==> src/tspd_pkg.sv <==
`timescale 1ns / 1ps
// ----------------------------------------------------------------------------
// tspd_pkg
// shared types and constants of the transport stream pid demultiplexer
// ----------------------------------------------------------------------------
package tspd_pkg;

   localparam int PID_W             = 13;
   localparam int PID_COUNT_DEFAULT = 8192;
   localparam int TS_PAYLOAD_SIZE   = 188;
   localparam int TS_HEADER_SIZE    = 4;

   localparam logic [7:0] SYNC_BYTE       = 8'h47;
   localparam logic [7:0] PKT_LEN_DEFAULT = 8'(TS_PAYLOAD_SIZE);

   localparam logic MODE_STREAM = 1'b0;
   localparam logic MODE_TABLE  = 1'b1;

   localparam logic [1:0] KIND_NONE  = 2'd0;
   localparam logic [1:0] KIND_VIDEO = 2'd1;
   localparam logic [1:0] KIND_AUDIO = 2'd2;
   localparam logic [1:0] KIND_RSVD  = 2'd3;

   localparam logic [1:0] AFC_PAYLOAD_ONLY = 2'd1;
   localparam logic [1:0] AFC_ADAPT_AND_PL = 2'd3;

   typedef struct packed {
      logic [7:0]       payload_byte;
      logic [PID_W-1:0] stream_pid;
      logic [1:0]       stream_kind;
      logic             unit_start;
      logic             packet_end;
      logic             sync_error;
   } rsp_type;

   typedef struct packed {
      logic             rd_en;
      logic             set_start;
      logic             tbl_wr;
      logic [PID_W-1:0] pid;
      logic [1:0]       kind;
   } tbl_req_type;

   typedef struct packed {
      logic       busy;
      logic [1:0] kind;
      logic       started;
   } tbl_stat_type;

endpackage

==> src/tspd_out_buf.sv <==
`timescale 1ns / 1ps
// ----------------------------------------------------------------------------
// tspd_out_buf
// output register with one skid stage so the input side keeps moving while a
// result beat waits
// ----------------------------------------------------------------------------
module tspd_out_buf
   import tspd_pkg::*;
(
   input  logic    clock,
   input  logic    reset,
   input  logic    in_valid,
   input  rsp_type in_data,
   output logic    full,
   output logic    out_valid,
   output rsp_type out_data,
   input  logic    out_stall
);

   logic    out_valid_ff, out_valid_in;
   rsp_type out_data_ff, out_data_in;
   logic    skid_valid_ff, skid_valid_in;
   rsp_type skid_data_ff, skid_data_in;
   logic    take;

   assign take = out_valid_ff && !out_stall;

   always_comb begin
      out_valid_in  = out_valid_ff;
      out_data_in   = out_data_ff;
      skid_valid_in = skid_valid_ff;
      skid_data_in  = skid_data_ff;
      if (skid_valid_ff) begin
         if (take) begin
            out_data_in   = skid_data_ff;
            skid_valid_in = 1'b0;
         end
      end else if (in_valid) begin
         if (!out_valid_ff || take) begin
            out_valid_in = 1'b1;
            out_data_in  = in_data;
         end else begin
            skid_valid_in = 1'b1;
            skid_data_in  = in_data;
         end
      end else if (take) begin
         out_valid_in = 1'b0;
      end
   end

   always_ff @(posedge clock) begin
      if (reset) begin
         out_valid_ff  <= 1'b0;
         skid_valid_ff <= 1'b0;
      end else begin
         out_valid_ff  <= out_valid_in;
         skid_valid_ff <= skid_valid_in;
      end
   end

   always_ff @(posedge clock) begin
      out_data_ff  <= out_data_in;
      skid_data_ff <= skid_data_in;
   end

   assign full      = skid_valid_ff;
   assign out_valid = out_valid_ff;
   assign out_data  = out_data_ff;

endmodule

==> config.mk <==
export PLATFORM = sky130hd
export DESIGN_NAME = tspd_out_buf
export DESIGN_NICKNAME = d
export VERILOG_FILES = /design/src/tspd_pkg.sv /design/src/tspd_out_buf.sv
export SDC_FILE = /design/constraint.sdc
export NUM_CORES = 1
export LEC_CHECK = 0
export ABC_AREA = 1
export BUFFER_PORTS_ARGS = -buffer_cell sky130_fd_sc_hd__buf_2
export CAP_MARGIN = 20
export CORE_MARGIN = 1
export CORE_UTILIZATION = 50
export DETAILED_ROUTE_END_ITERATION = 16
export PLACE_DENSITY_LB_ADDON = 0.2
export SLEW_MARGIN = 20
export SYNTH_ARGS = -nofsm -noshare
export SYNTH_HDL_FRONTEND = slang
export SYNTH_SLANG_ARGS = --single-unit
==> constraint.sdc <==
create_clock -name clock -period 2.8 [get_ports clock]
set_input_delay 0.42 -clock clock [delete_from_list [all_inputs] [get_ports clock]]
set_output_delay 0.42 -clock clock [all_outputs]
set_load 0.01 [all_outputs]
==> out/summary.md <==
Clock latency reported for the late side of the worst-skew pair: 0.30 ns. For the endpoint arrival time on the critical path, the log shows 1.39 ns. The logs give 5 for the TritonCTS buffer count and 552 MHz for the highest achievable clock rate.

The count of input and output buffers came out at 57. The via density per instance came out at 4.76. The max-slew headroom at the worst pin came out at 36.1%.

The tools report the count of instances resized after the clock tree is built as 0. The critical path buffer and inverter count is 2, and the global-route wire length before repair is 5350 µm. Final hold analysis gives a worst-case slack of 0.305 ns. Counting tap cells, the placed design contains a total of 259 instances.

Final non-filler cell total: 267. Synthesis produced a netlist whose cell count is 155. The hold path depth was 2; the post-synthesis sequential area ratio was 79.8%. The number of iterations in the first detailed-routing pass is 4. The library cell used most frequently in the layout, excluding fill and tap cells, is nand2_1.

The total number of H-tree levels is 2, and the unique cell type count in the Yosys netlist is 11. The final hold violation count was 0; the clock edge transition at the registers on the reported setup and hold paths was 0.08 ns. TritonCTS built the clock tree. The post-detailed-route count of antenna-violating nets came out at 0.

Setup repair after global routing left no endpoint under its margin. The critical path goes through buf_4 > buf_2. The total number of cells along the worst setup path was 2; the die extent in x was 65.4 µm. The run gives 0 ns as the accumulated negative setup slack. The run finished with clean final reports. The hold buffer count at CTS is 0. The routed wirelength normalized by instance count is 13.0 µm. The logs give 0 for the number of maximum-capacitance violations and 2410 µm for the half-perimeter wire length after placement. The register-to-register path setup slack came out at 1.03 ns. The top cell types in the final layout, fill and taps aside, are nand2_1, buf_2, edfxtp_1.

STA classifies the critical path endpoint as a primary output. The tools report the start point of the worst hold path as reset. The ratio of total power to cell area came out at 620 nW/µm². The transition time at the pin with the least slew margin was 0.957 ns; the number of post-CTS setup repair buffers was 0.

Entering global routing, the biggest net connects 27 pins. The shortest clock period the worst path allows after layout is 1.81 ns, and the layout overhead on the synthesized area is 21.2%. Delay of the slowest cell on the worst path: 0.61 ns.

Worst slack after detailed placement: 0.894 ns. For the worst flop-to-flop path, the logic depth is 3. The count of state elements after synthesis is 54. The category of the critical setup timing path was reg -> out.

Overall power consumption after layout is estimated at 1510 µW. After layout, the worst path uses 64.7% of the clock period. The tools report the number of placement rows as 22. The startpoint identified for the worst register-to-register timing path is full. For the post-layout net count, the log shows 248. The type of element launching the critical path was a flop. The congestion estimate from routability-driven global placement came to 0.661. The routed layout has 1,272 vias.

The number of antenna violations at the first check in global routing is 0, and the critical-path maximum fanout is 18. The worst clock skew on the final layout was 0.00938 ns. Global routing used 17.3% of the available tracks across all layers. The per-instance average area after synthesis is 13.0 µm², and the total DRC errors in the routed layout is 0. The fraction of synthesized cell area taken by the top area cell type is 77.8%, and the share of post-route cells with drive strength above 1 is 31.5%. Summed over all cells, the static leakage comes to 0.00108 µW.

The Yosys step of the flow raised 0 warnings. The TritonCTS sink count is 54. The die covers 4270 µm². The die is 65.4 µm tall. Across the VDD grid, the largest voltage drop is 0.430 mV. Once routing completed, OpenROAD measured the worst setup slack at 0.989 ns.

Number of slew-limit violations in the final report: 0. In this run, the number of DRC markers left after iteration 0 of detailed routing was 76. The core region is 3740 µm². Setup violations remaining at the end of the flow were counted as 0.

The path category of the worst min-delay check is in -> reg. The worst register-to-register path ends at skid_data_ff[9]. By area the synthesized netlist is led by edfxtp_1, nand2_1, dfxtp_1. For the number of placed I/O pins, the log shows 58. For the number of buffers on the longest clock path, the log shows 2. The cell at the root of the clock tree is clkbuf_8.

For this design, the slowest cell found on the critical path is dfxtp_1. The family of cells with the greatest summed delay on the critical path is flip-flops. The combined area of all synthesized cells is 2010 µm². The initial utilization of the core area, before any placement, comes to 53.6%. The total overflow left after global routing is 0.

For hold timing, the worst endpoint is full. The routed design has 3470 µm of wire. The number of antenna diodes in the final layout is 0. The tools report the data required time at the worst endpoint as 2.38 ns. Post-synthesis cell type with the largest combined area: edfxtp_1. The net count after synthesis was 185; the number of global-route vias before repair was 1,182.
[flip-flops by register name (all words and copies together) (netlist names)]
| name | flops |
|---|---|
| full | 1 |
| out_valid | 1 |
| out_data | 26 |
| skid_data_ff | 26 |
[synthesized netlist by cell type]
cell,instances
nand3_1,1
nand2_1,85
buf_6,2
edfxtp_1,52
buf_2,1
inv_1,6
dfxtp_1,2
buf_4,2
nor2_1,1
inv_2,1
a21oi_1,2
[worst reg2reg max path, delay by kind of cell, from the launching register on]
kind | cells | cell delay, ns
buffers and inverters | 1 | 0.70
flip-flops | 1 | 0.46
AND/OR/NAND/NOR | 2 | 0.23
[routing by layer]
layer  track usage [%]  up-vias  wire length (µm)
met4              6.52        0                46
met5                 0        -                 0
met1              23.5      593              1520
met2              27.4       38              1740
li1                  -      636                 -
met3              3.82        5               158
[cell families (layout without fill, tap and decap cells)]
group / Yosys count / in the layout / share of synthesized area, %
DFF: 54 / 54 / 79.8
and+or+nand+nor: 87 / 87 / 16.3
AOI/OAI and AO/OA: 2 / 2 / 0.498
buffers and inverters: 12 / 76 / 3.43
[how the worst max path moves through the flow]
stage               startpoint              end  slack (ns)
finish                    full             full        0.99
global route              full  skid_data_ff[1]        0.83
CTS                       full             full        0.98
detailed placement   out_stall  skid_data_ff[7]        0.89
global placement     out_stall  skid_data_ff[2]        1.01
floorplan                 full      out_data[0]        0.41
[through the flow]
stage / area [µm²] / util, %
floorplan: 2010 / -
global placement: 2340 / 62.6
detailed placement: 2340 / 62.6
CTS: 2430 / 65.0
global route: 2430 / 65.0
finish: 2430 / 65.0
[area by class of cell]
cell class | count | area [µm²]
multi-input cells | 89 | 342
inverters | 7 | 26.3
fillers | 293 | 1310
flip-flops and latches | 54 | 1600
clock buffers | 8 | 90.1
repair buffers | 61 | 315
well taps | 48 | 60.1
[report_power, final]
part           switching [µW]  total (µW)  internal, µW
clock                     225         427           202
combinational            82.4         135          52.8
sequential               11.5         947           936
(Power assumes the default switching activity.)
