**src/tspd_pkg.sv**
```systemverilog
`timescale 1ns / 1ps
// ----------------------------------------------------------------------------
// tspd_pkg
// shared types and constants of the transport stream pid demultiplexer
// ----------------------------------------------------------------------------
package tspd_pkg;

   localparam int PID_W             = 13;
   localparam int PID_COUNT_DEFAULT = 8192;
   localparam int TS_PAYLOAD_SIZE   = 188;
   localparam int TS_HEADER_SIZE    = 4;

   localparam logic [7:0] SYNC_BYTE       = 8'h47;
   localparam logic [7:0] PKT_LEN_DEFAULT = 8'(TS_PAYLOAD_SIZE);

   localparam logic MODE_STREAM = 1'b0;
   localparam logic MODE_TABLE  = 1'b1;

   localparam logic [1:0] KIND_NONE  = 2'd0;
   localparam logic [1:0] KIND_VIDEO = 2'd1;
   localparam logic [1:0] KIND_AUDIO = 2'd2;
   localparam logic [1:0] KIND_RSVD  = 2'd3;

   localparam logic [1:0] AFC_PAYLOAD_ONLY = 2'd1;
   localparam logic [1:0] AFC_ADAPT_AND_PL = 2'd3;

   typedef struct packed {
      logic [7:0]       payload_byte;
      logic [PID_W-1:0] stream_pid;
      logic [1:0]       stream_kind;
      logic             unit_start;
      logic             packet_end;
      logic             sync_error;
   } rsp_type;

   typedef struct packed {
      logic             rd_en;
      logic             set_start;
      logic             tbl_wr;
      logic [PID_W-1:0] pid;
      logic [1:0]       kind;
   } tbl_req_type;

   typedef struct packed {
      logic       busy;
      logic [1:0] kind;
      logic       started;
   } tbl_stat_type;

endpackage

```
**src/tspd_parser.sv**
```systemverilog
`timescale 1ns / 1ps
// ----------------------------------------------------------------------------
// tspd_parser
// packet position tracking, header extraction, adaptation field skip and
// payload selection against the cached pid table entry
// ----------------------------------------------------------------------------
module tspd_parser
   import tspd_pkg::*;
(
   input  logic             clock,
   input  logic             reset,
   input  logic             accept,
   input  logic             mode,
   input  logic [7:0]       data_byte,
   input  logic [PID_W-1:0] table_pid,
   input  logic [1:0]       table_kind,
   input  logic [7:0]       packet_length,
   input  tbl_stat_type     tbl_stat,
   output tbl_req_type      tbl_req,
   output logic             res_valid,
   output rsp_type          res_data
);

   localparam logic [7:0] PL_SIZE  = 8'(TS_PAYLOAD_SIZE);
   localparam logic [7:0] PL_LAST  = 8'(TS_PAYLOAD_SIZE - 1);
   localparam logic [7:0] AF_LIMIT = 8'(TS_PAYLOAD_SIZE - TS_HEADER_SIZE - 1);
   localparam logic [7:0] AF_BASE  = 8'(TS_HEADER_SIZE + 1);

   logic [7:0]       pos_ff, pos_in;
   logic [PID_W-1:0] pid_ff, pid_in;
   logic             us_ff, us_in;
   logic [1:0]       afc_ff, afc_in;
   logic [7:0]       poff_ff, poff_in;
   logic             skip_ff, skip_in;

   logic             stream;
   logic [7:0]       len;
   logic [8:0]       next_pos;
   logic             in_payload;
   logic             kind_ok;
   logic             first;

   assign stream   = accept && (mode == MODE_STREAM);
   assign len      = (packet_length < PL_SIZE) ? PL_SIZE : packet_length;
   assign next_pos = {1'b0, pos_ff} + 9'd1;

   assign in_payload = !skip_ff && (pos_ff != 8'd0) && (pos_ff < PL_SIZE) &&
                       (poff_ff != 8'd0) && (pos_ff >= poff_ff);
   assign kind_ok    = (tbl_stat.kind inside {KIND_VIDEO, KIND_AUDIO});
   assign first      = (pos_ff == poff_ff) && us_ff;

   always_comb begin
      pos_in  = (next_pos >= {1'b0, len}) ? 8'd0 : next_pos[7:0];
      pid_in  = pid_ff;
      us_in   = us_ff;
      afc_in  = afc_ff;
      poff_in = poff_ff;
      skip_in = skip_ff;
      tbl_req = '0;
      res_valid = 1'b0;
      res_data  = '0;
      if (accept && (mode == MODE_TABLE)) begin
         tbl_req.tbl_wr = 1'b1;
         tbl_req.pid    = table_pid;
         tbl_req.kind   = table_kind;
      end else if (stream) begin
         tbl_req.pid = pid_ff;
         if (pos_ff == 8'd0) begin
            poff_in = 8'd0;
            skip_in = (data_byte != SYNC_BYTE);
            if (data_byte != SYNC_BYTE) begin
               res_valid           = 1'b1;
               res_data.sync_error = 1'b1;
            end
         end else if (!skip_ff) begin
            if (pos_ff == 8'd1) begin
               us_in  = data_byte[6];
               pid_in = {data_byte[4:0], 8'd0};
            end else if (pos_ff == 8'd2) begin
               pid_in        = {pid_ff[PID_W-1:8], data_byte};
               tbl_req.rd_en = 1'b1;
               tbl_req.pid   = pid_in;
            end else if (pos_ff == 8'd3) begin
               afc_in  = data_byte[5:4];
               poff_in = (data_byte[5:4] == AFC_PAYLOAD_ONLY) ?
                         8'(TS_HEADER_SIZE) : 8'd0;
            end else if ((pos_ff == 8'(TS_HEADER_SIZE)) &&
                         (afc_ff == AFC_ADAPT_AND_PL)) begin
               poff_in = (data_byte < AF_LIMIT) ? (data_byte + AF_BASE) : 8'd0;
            end else if (in_payload && kind_ok) begin
               tbl_req.set_start = first;
               if (first || tbl_stat.started) begin
                  res_valid             = 1'b1;
                  res_data.payload_byte = data_byte;
                  res_data.stream_pid   = pid_ff;
                  res_data.stream_kind  = tbl_stat.kind;
                  res_data.unit_start   = first;
                  res_data.packet_end   = (pos_ff == PL_LAST);
               end
            end
         end
      end
   end

   always_ff @(posedge clock) begin
      if (reset) begin
         pos_ff  <= '0;
         pid_ff  <= '0;
         us_ff   <= 1'b0;
         afc_ff  <= '0;
         poff_ff <= '0;
         skip_ff <= 1'b0;
      end else if (stream) begin
         pos_ff  <= pos_in;
         pid_ff  <= pid_in;
         us_ff   <= us_in;
         afc_ff  <= afc_in;
         poff_ff <= poff_in;
         skip_ff <= skip_in;
      end
   end

endmodule

```
**config.mk**
```make
export PLATFORM = sky130hd
export DESIGN_NAME = tspd_parser
export DESIGN_NICKNAME = d
export VERILOG_FILES = /design/src/tspd_pkg.sv /design/src/tspd_parser.sv
export SDC_FILE = /design/constraint.sdc
export NUM_CORES = 1
export LEC_CHECK = 0
export ABC_AREA = 1
export ABC_CLOCK_PERIOD_IN_PS = 2300
export BUFFER_PORTS_ARGS = -buffer_cell sky130_fd_sc_hd__buf_2
export CELL_PAD_IN_SITES_DETAIL_PLACEMENT = 1
export CELL_PAD_IN_SITES_GLOBAL_PLACEMENT = 2
export CORE_MARGIN = 8
export CORE_UTILIZATION = 25
export DETAILED_ROUTE_END_ITERATION = 7
export GPL_ROUTABILITY_DRIVEN = 0
export PLACE_DENSITY = 0.76
export SLEW_MARGIN = 20
export SYNTH_ARGS = -nofsm -noshare
export SYNTH_HDL_FRONTEND = slang
export SYNTH_SLANG_ARGS = --single-unit
```
**constraint.sdc**
```tcl
create_clock -name clock -period 2.3 [get_ports clock]
set_input_delay 0.46 -clock clock [delete_from_list [all_inputs] [get_ports clock]]
set_output_delay 0.46 -clock clock [all_outputs]
set_load 0.005 [all_outputs]
```
==> results.sh <==
export IMPL_routedWlPerCell_um=15.2
export IMPL_whs_ps=493
export IMPL_layout_cells_non_filler=813
export IMPL_critPathLaunchType="register"
export IMPL_post_route_drc_count=0
export IMPL_synth_area_top_cells="dfxtp_1, nand2_1, ha_1"
export IMPL_row_count=40
export IMPL_ys_ff_latch=33
export IMPL_via_per_inst=4.63
export IMPL_final_period_utilization=1.12
export IMPL_clock_sinks=33
export IMPL_fill_cells=1521
export IMPL_grt_max_degree=18
export IMPL_ios=84
export IMPL_cp_cell_sequence="buf_12, ha_4, nand2_2, nor2_4, nand4_1, nand2_2, nand4_4, clkbuf_16, nor2_2, buf_2"
export IMPL_post_dp_cell_area_um2=3920
export IMPL_seq_area_frac_synth=0.213
export IMPL_worstMarginPinSlew_ps=504
export IMPL_final_cell_mix="nand2_1, buf_2, inv_1"
export IMPL_status="finished with violations"
export IMPL_first_pass_iters=4
export IMPL_syn_cell_area_um2=3100
export IMPL_start_util=0.257
export IMPL_grt_usage=0.146
export IMPL_dp_cells=784
export IMPL_peakVddDrop_v=0.000215
export IMPL_p_leak_uw=0.00224
export IMPL_core_area_um2=12100
export IMPL_yosysTopAreaCellShare=0.213
export IMPL_grt_pass1_wl_um=19300
export IMPL_die_height_um=127
export IMPL_setup_viol=38
export IMPL_hp_class="register to register"
export IMPL_path_common_cell="nand2_2"
export IMPL_dp_hpwl_um=9640
export IMPL_die_area_um2=16200
export IMPL_tritoncts="built"
export IMPL_htreeDepth=2
export IMPL_synth_edf_count=0
export IMPL_critical_path_max_fanout=7
export IMPL_drive_gt1_frac=0.408
export IMPL_ant_nets=0
export IMPL_rsz0062_at_grt="yes"
export IMPL_synthArstFlopShare=0
export IMPL_clk_path_buf_depth=2
export IMPL_portBuffers=82
export IMPL_yosysWarnings=0
export IMPL_path_class="register to primary output"
export IMPL_setup_ws_ps=-269
export IMPL_powerDensity_nw_per_um2=385
export IMPL_worstPathRequired_ps=1840
export IMPL_final_common_cell="nand2_1"
export IMPL_synthCells=512
export IMPL_syn_to_final_growth_pct=53.8
export IMPL_post_route_util=0.396
export IMPL_grt_pass1_vias=3912
export IMPL_syn_nets=572
export IMPL_critPathArrivalTime_ps=2110
export IMPL_slew_headroom=0.664
export IMPL_final_area_um2=4770
export IMPL_drt_wl_total_um=12400
export IMPL_vias=3767
export IMPL_failed_checks="negative setup slack"
export IMPL_synth_avg_cell_area_um2=6.06
export IMPL_yosys_area_top_type="dfxtp_1"
export IMPL_clock_latency_ps=280
export IMPL_hold_viol_final=0
export IMPL_antenna_cells=0
export IMPL_clock_skew_ps=5.86
export IMPL_synth_ff_type="dfxtp_1"
export IMPL_root_buffer="clkbuf_16"
export IMPL_end_kind="primary output"
export IMPL_numCtsBuffers=5
export IMPL_antenna_found_initial=0
export IMPL_clk_pin_slew_worst_paths_ps=60
export IMPL_maxCapViolCount=0
export IMPL_slowest_stage="dfxtp_2"
export IMPL_fmax_ghz=0.389
export IMPL_period_minus_slack_ps=2570
export IMPL_grt_overflow=0
export IMPL_cp_slowest_stage_delay_ps=330
export IMPL_nNetsFinal=704
export IMPL_drtIter0Drc=92
export IMPL_ys_types=29
export IMPL_slew_violations=0
export IMPL_die_w_um=127
export IMPL_fin_setup_tns_ps=-7370
worst max-delay path, delay by kind of cell, from the launching register on:
family	cells	cell delay (ps)
adders and majority gates	1	250
DFF	1	330
and+or+nand+nor	6	770
buffers and inverters	3	470
registers in the layout, summed over array words and instances (netlist names):
name / cells
pos_ff: 8
skip_ff: 1
afc_ff: 2
us_ff: 1
pid_ff: 13
poff_ff: 8
per-layer routing:
metal  global-route usage  wire [um]  vias to the layer above
met5                    0          0                        -
met2                0.277       6450                       81
li1                     -          -                     1891
met3               0.0324        579                       16
met4               0.0455        204                        0
met1                0.158       5160                     1779
cell type report:
cell class | count | area, um^2 | share of cell area
clock inverter | 3 | 22.5 | 0.00472
inverter | 71 | 272 | 0.0569
clock buffer | 5 | 125 | 0.0262
sequential | 33 | 673 | 0.141
timing repair buffer | 142 | 1050 | 0.219
multi-input combinational | 391 | 2420 | 0.508
tap | 168 | 210 | 0.0440
synth_stat cells (9+ instances only):
cell / instances
nor2_2: 22
nor2_1: 70
o21ai_0: 40
dfxtp_1: 33
ha_1: 21
nor2_4: 9
inv_1: 67
nand3_1: 23
a21oi_1: 43
nand4_1: 14
nand2_1: 124
what timing repair did:
item	4_1_cts	5_1_grt
cloned	1	1
pin swaps	18	28
hold buffers	0	0
resized for setup	45	109
buffers inserted	8	11
setup endpoints to repair	44	45
metrics by stage:
step                power (uW)  setup WS, ps
floorplan                  877          77.6
global placement          1020         -85.4
detailed placement        1040          -180
CTS                       1780          -279
global route              1950          -376
finish                    1840          -269
where the power goes:
part           internal, uW  switching [uW]
combinational           233             333
sequential              590            12.2
clock                   400             269
total                  1220             614
worst paths after layout:
check                      end  cells past startpoint  slack [ps]       from
hold / removal       pid_ff[3]                      2         490  pid_ff[3]
hold reg to reg      pid_ff[3]                      2         490  pid_ff[3]
setup / recovery  res_data[12]                     10        -270  pos_ff[2]
setup reg to reg     pos_ff[1]                     13         -40  pos_ff[0]
cell families (layout without fill, tap and decap cells):
family | count (synthesis) | in the layout | synth area share
simple gates | 277 | 277 | 0.418
buf+inv | 88 | 221 | 0.127
compound gates | 88 | 88 | 0.146
xor+xnor | 4 | 4 | 0.0113
flops | 33 | 33 | 0.213
other cells | 1 | 1 | 0.00121
fa+ha+maj | 21 | 21 | 0.0846
(Power assumes the default switching activity.)
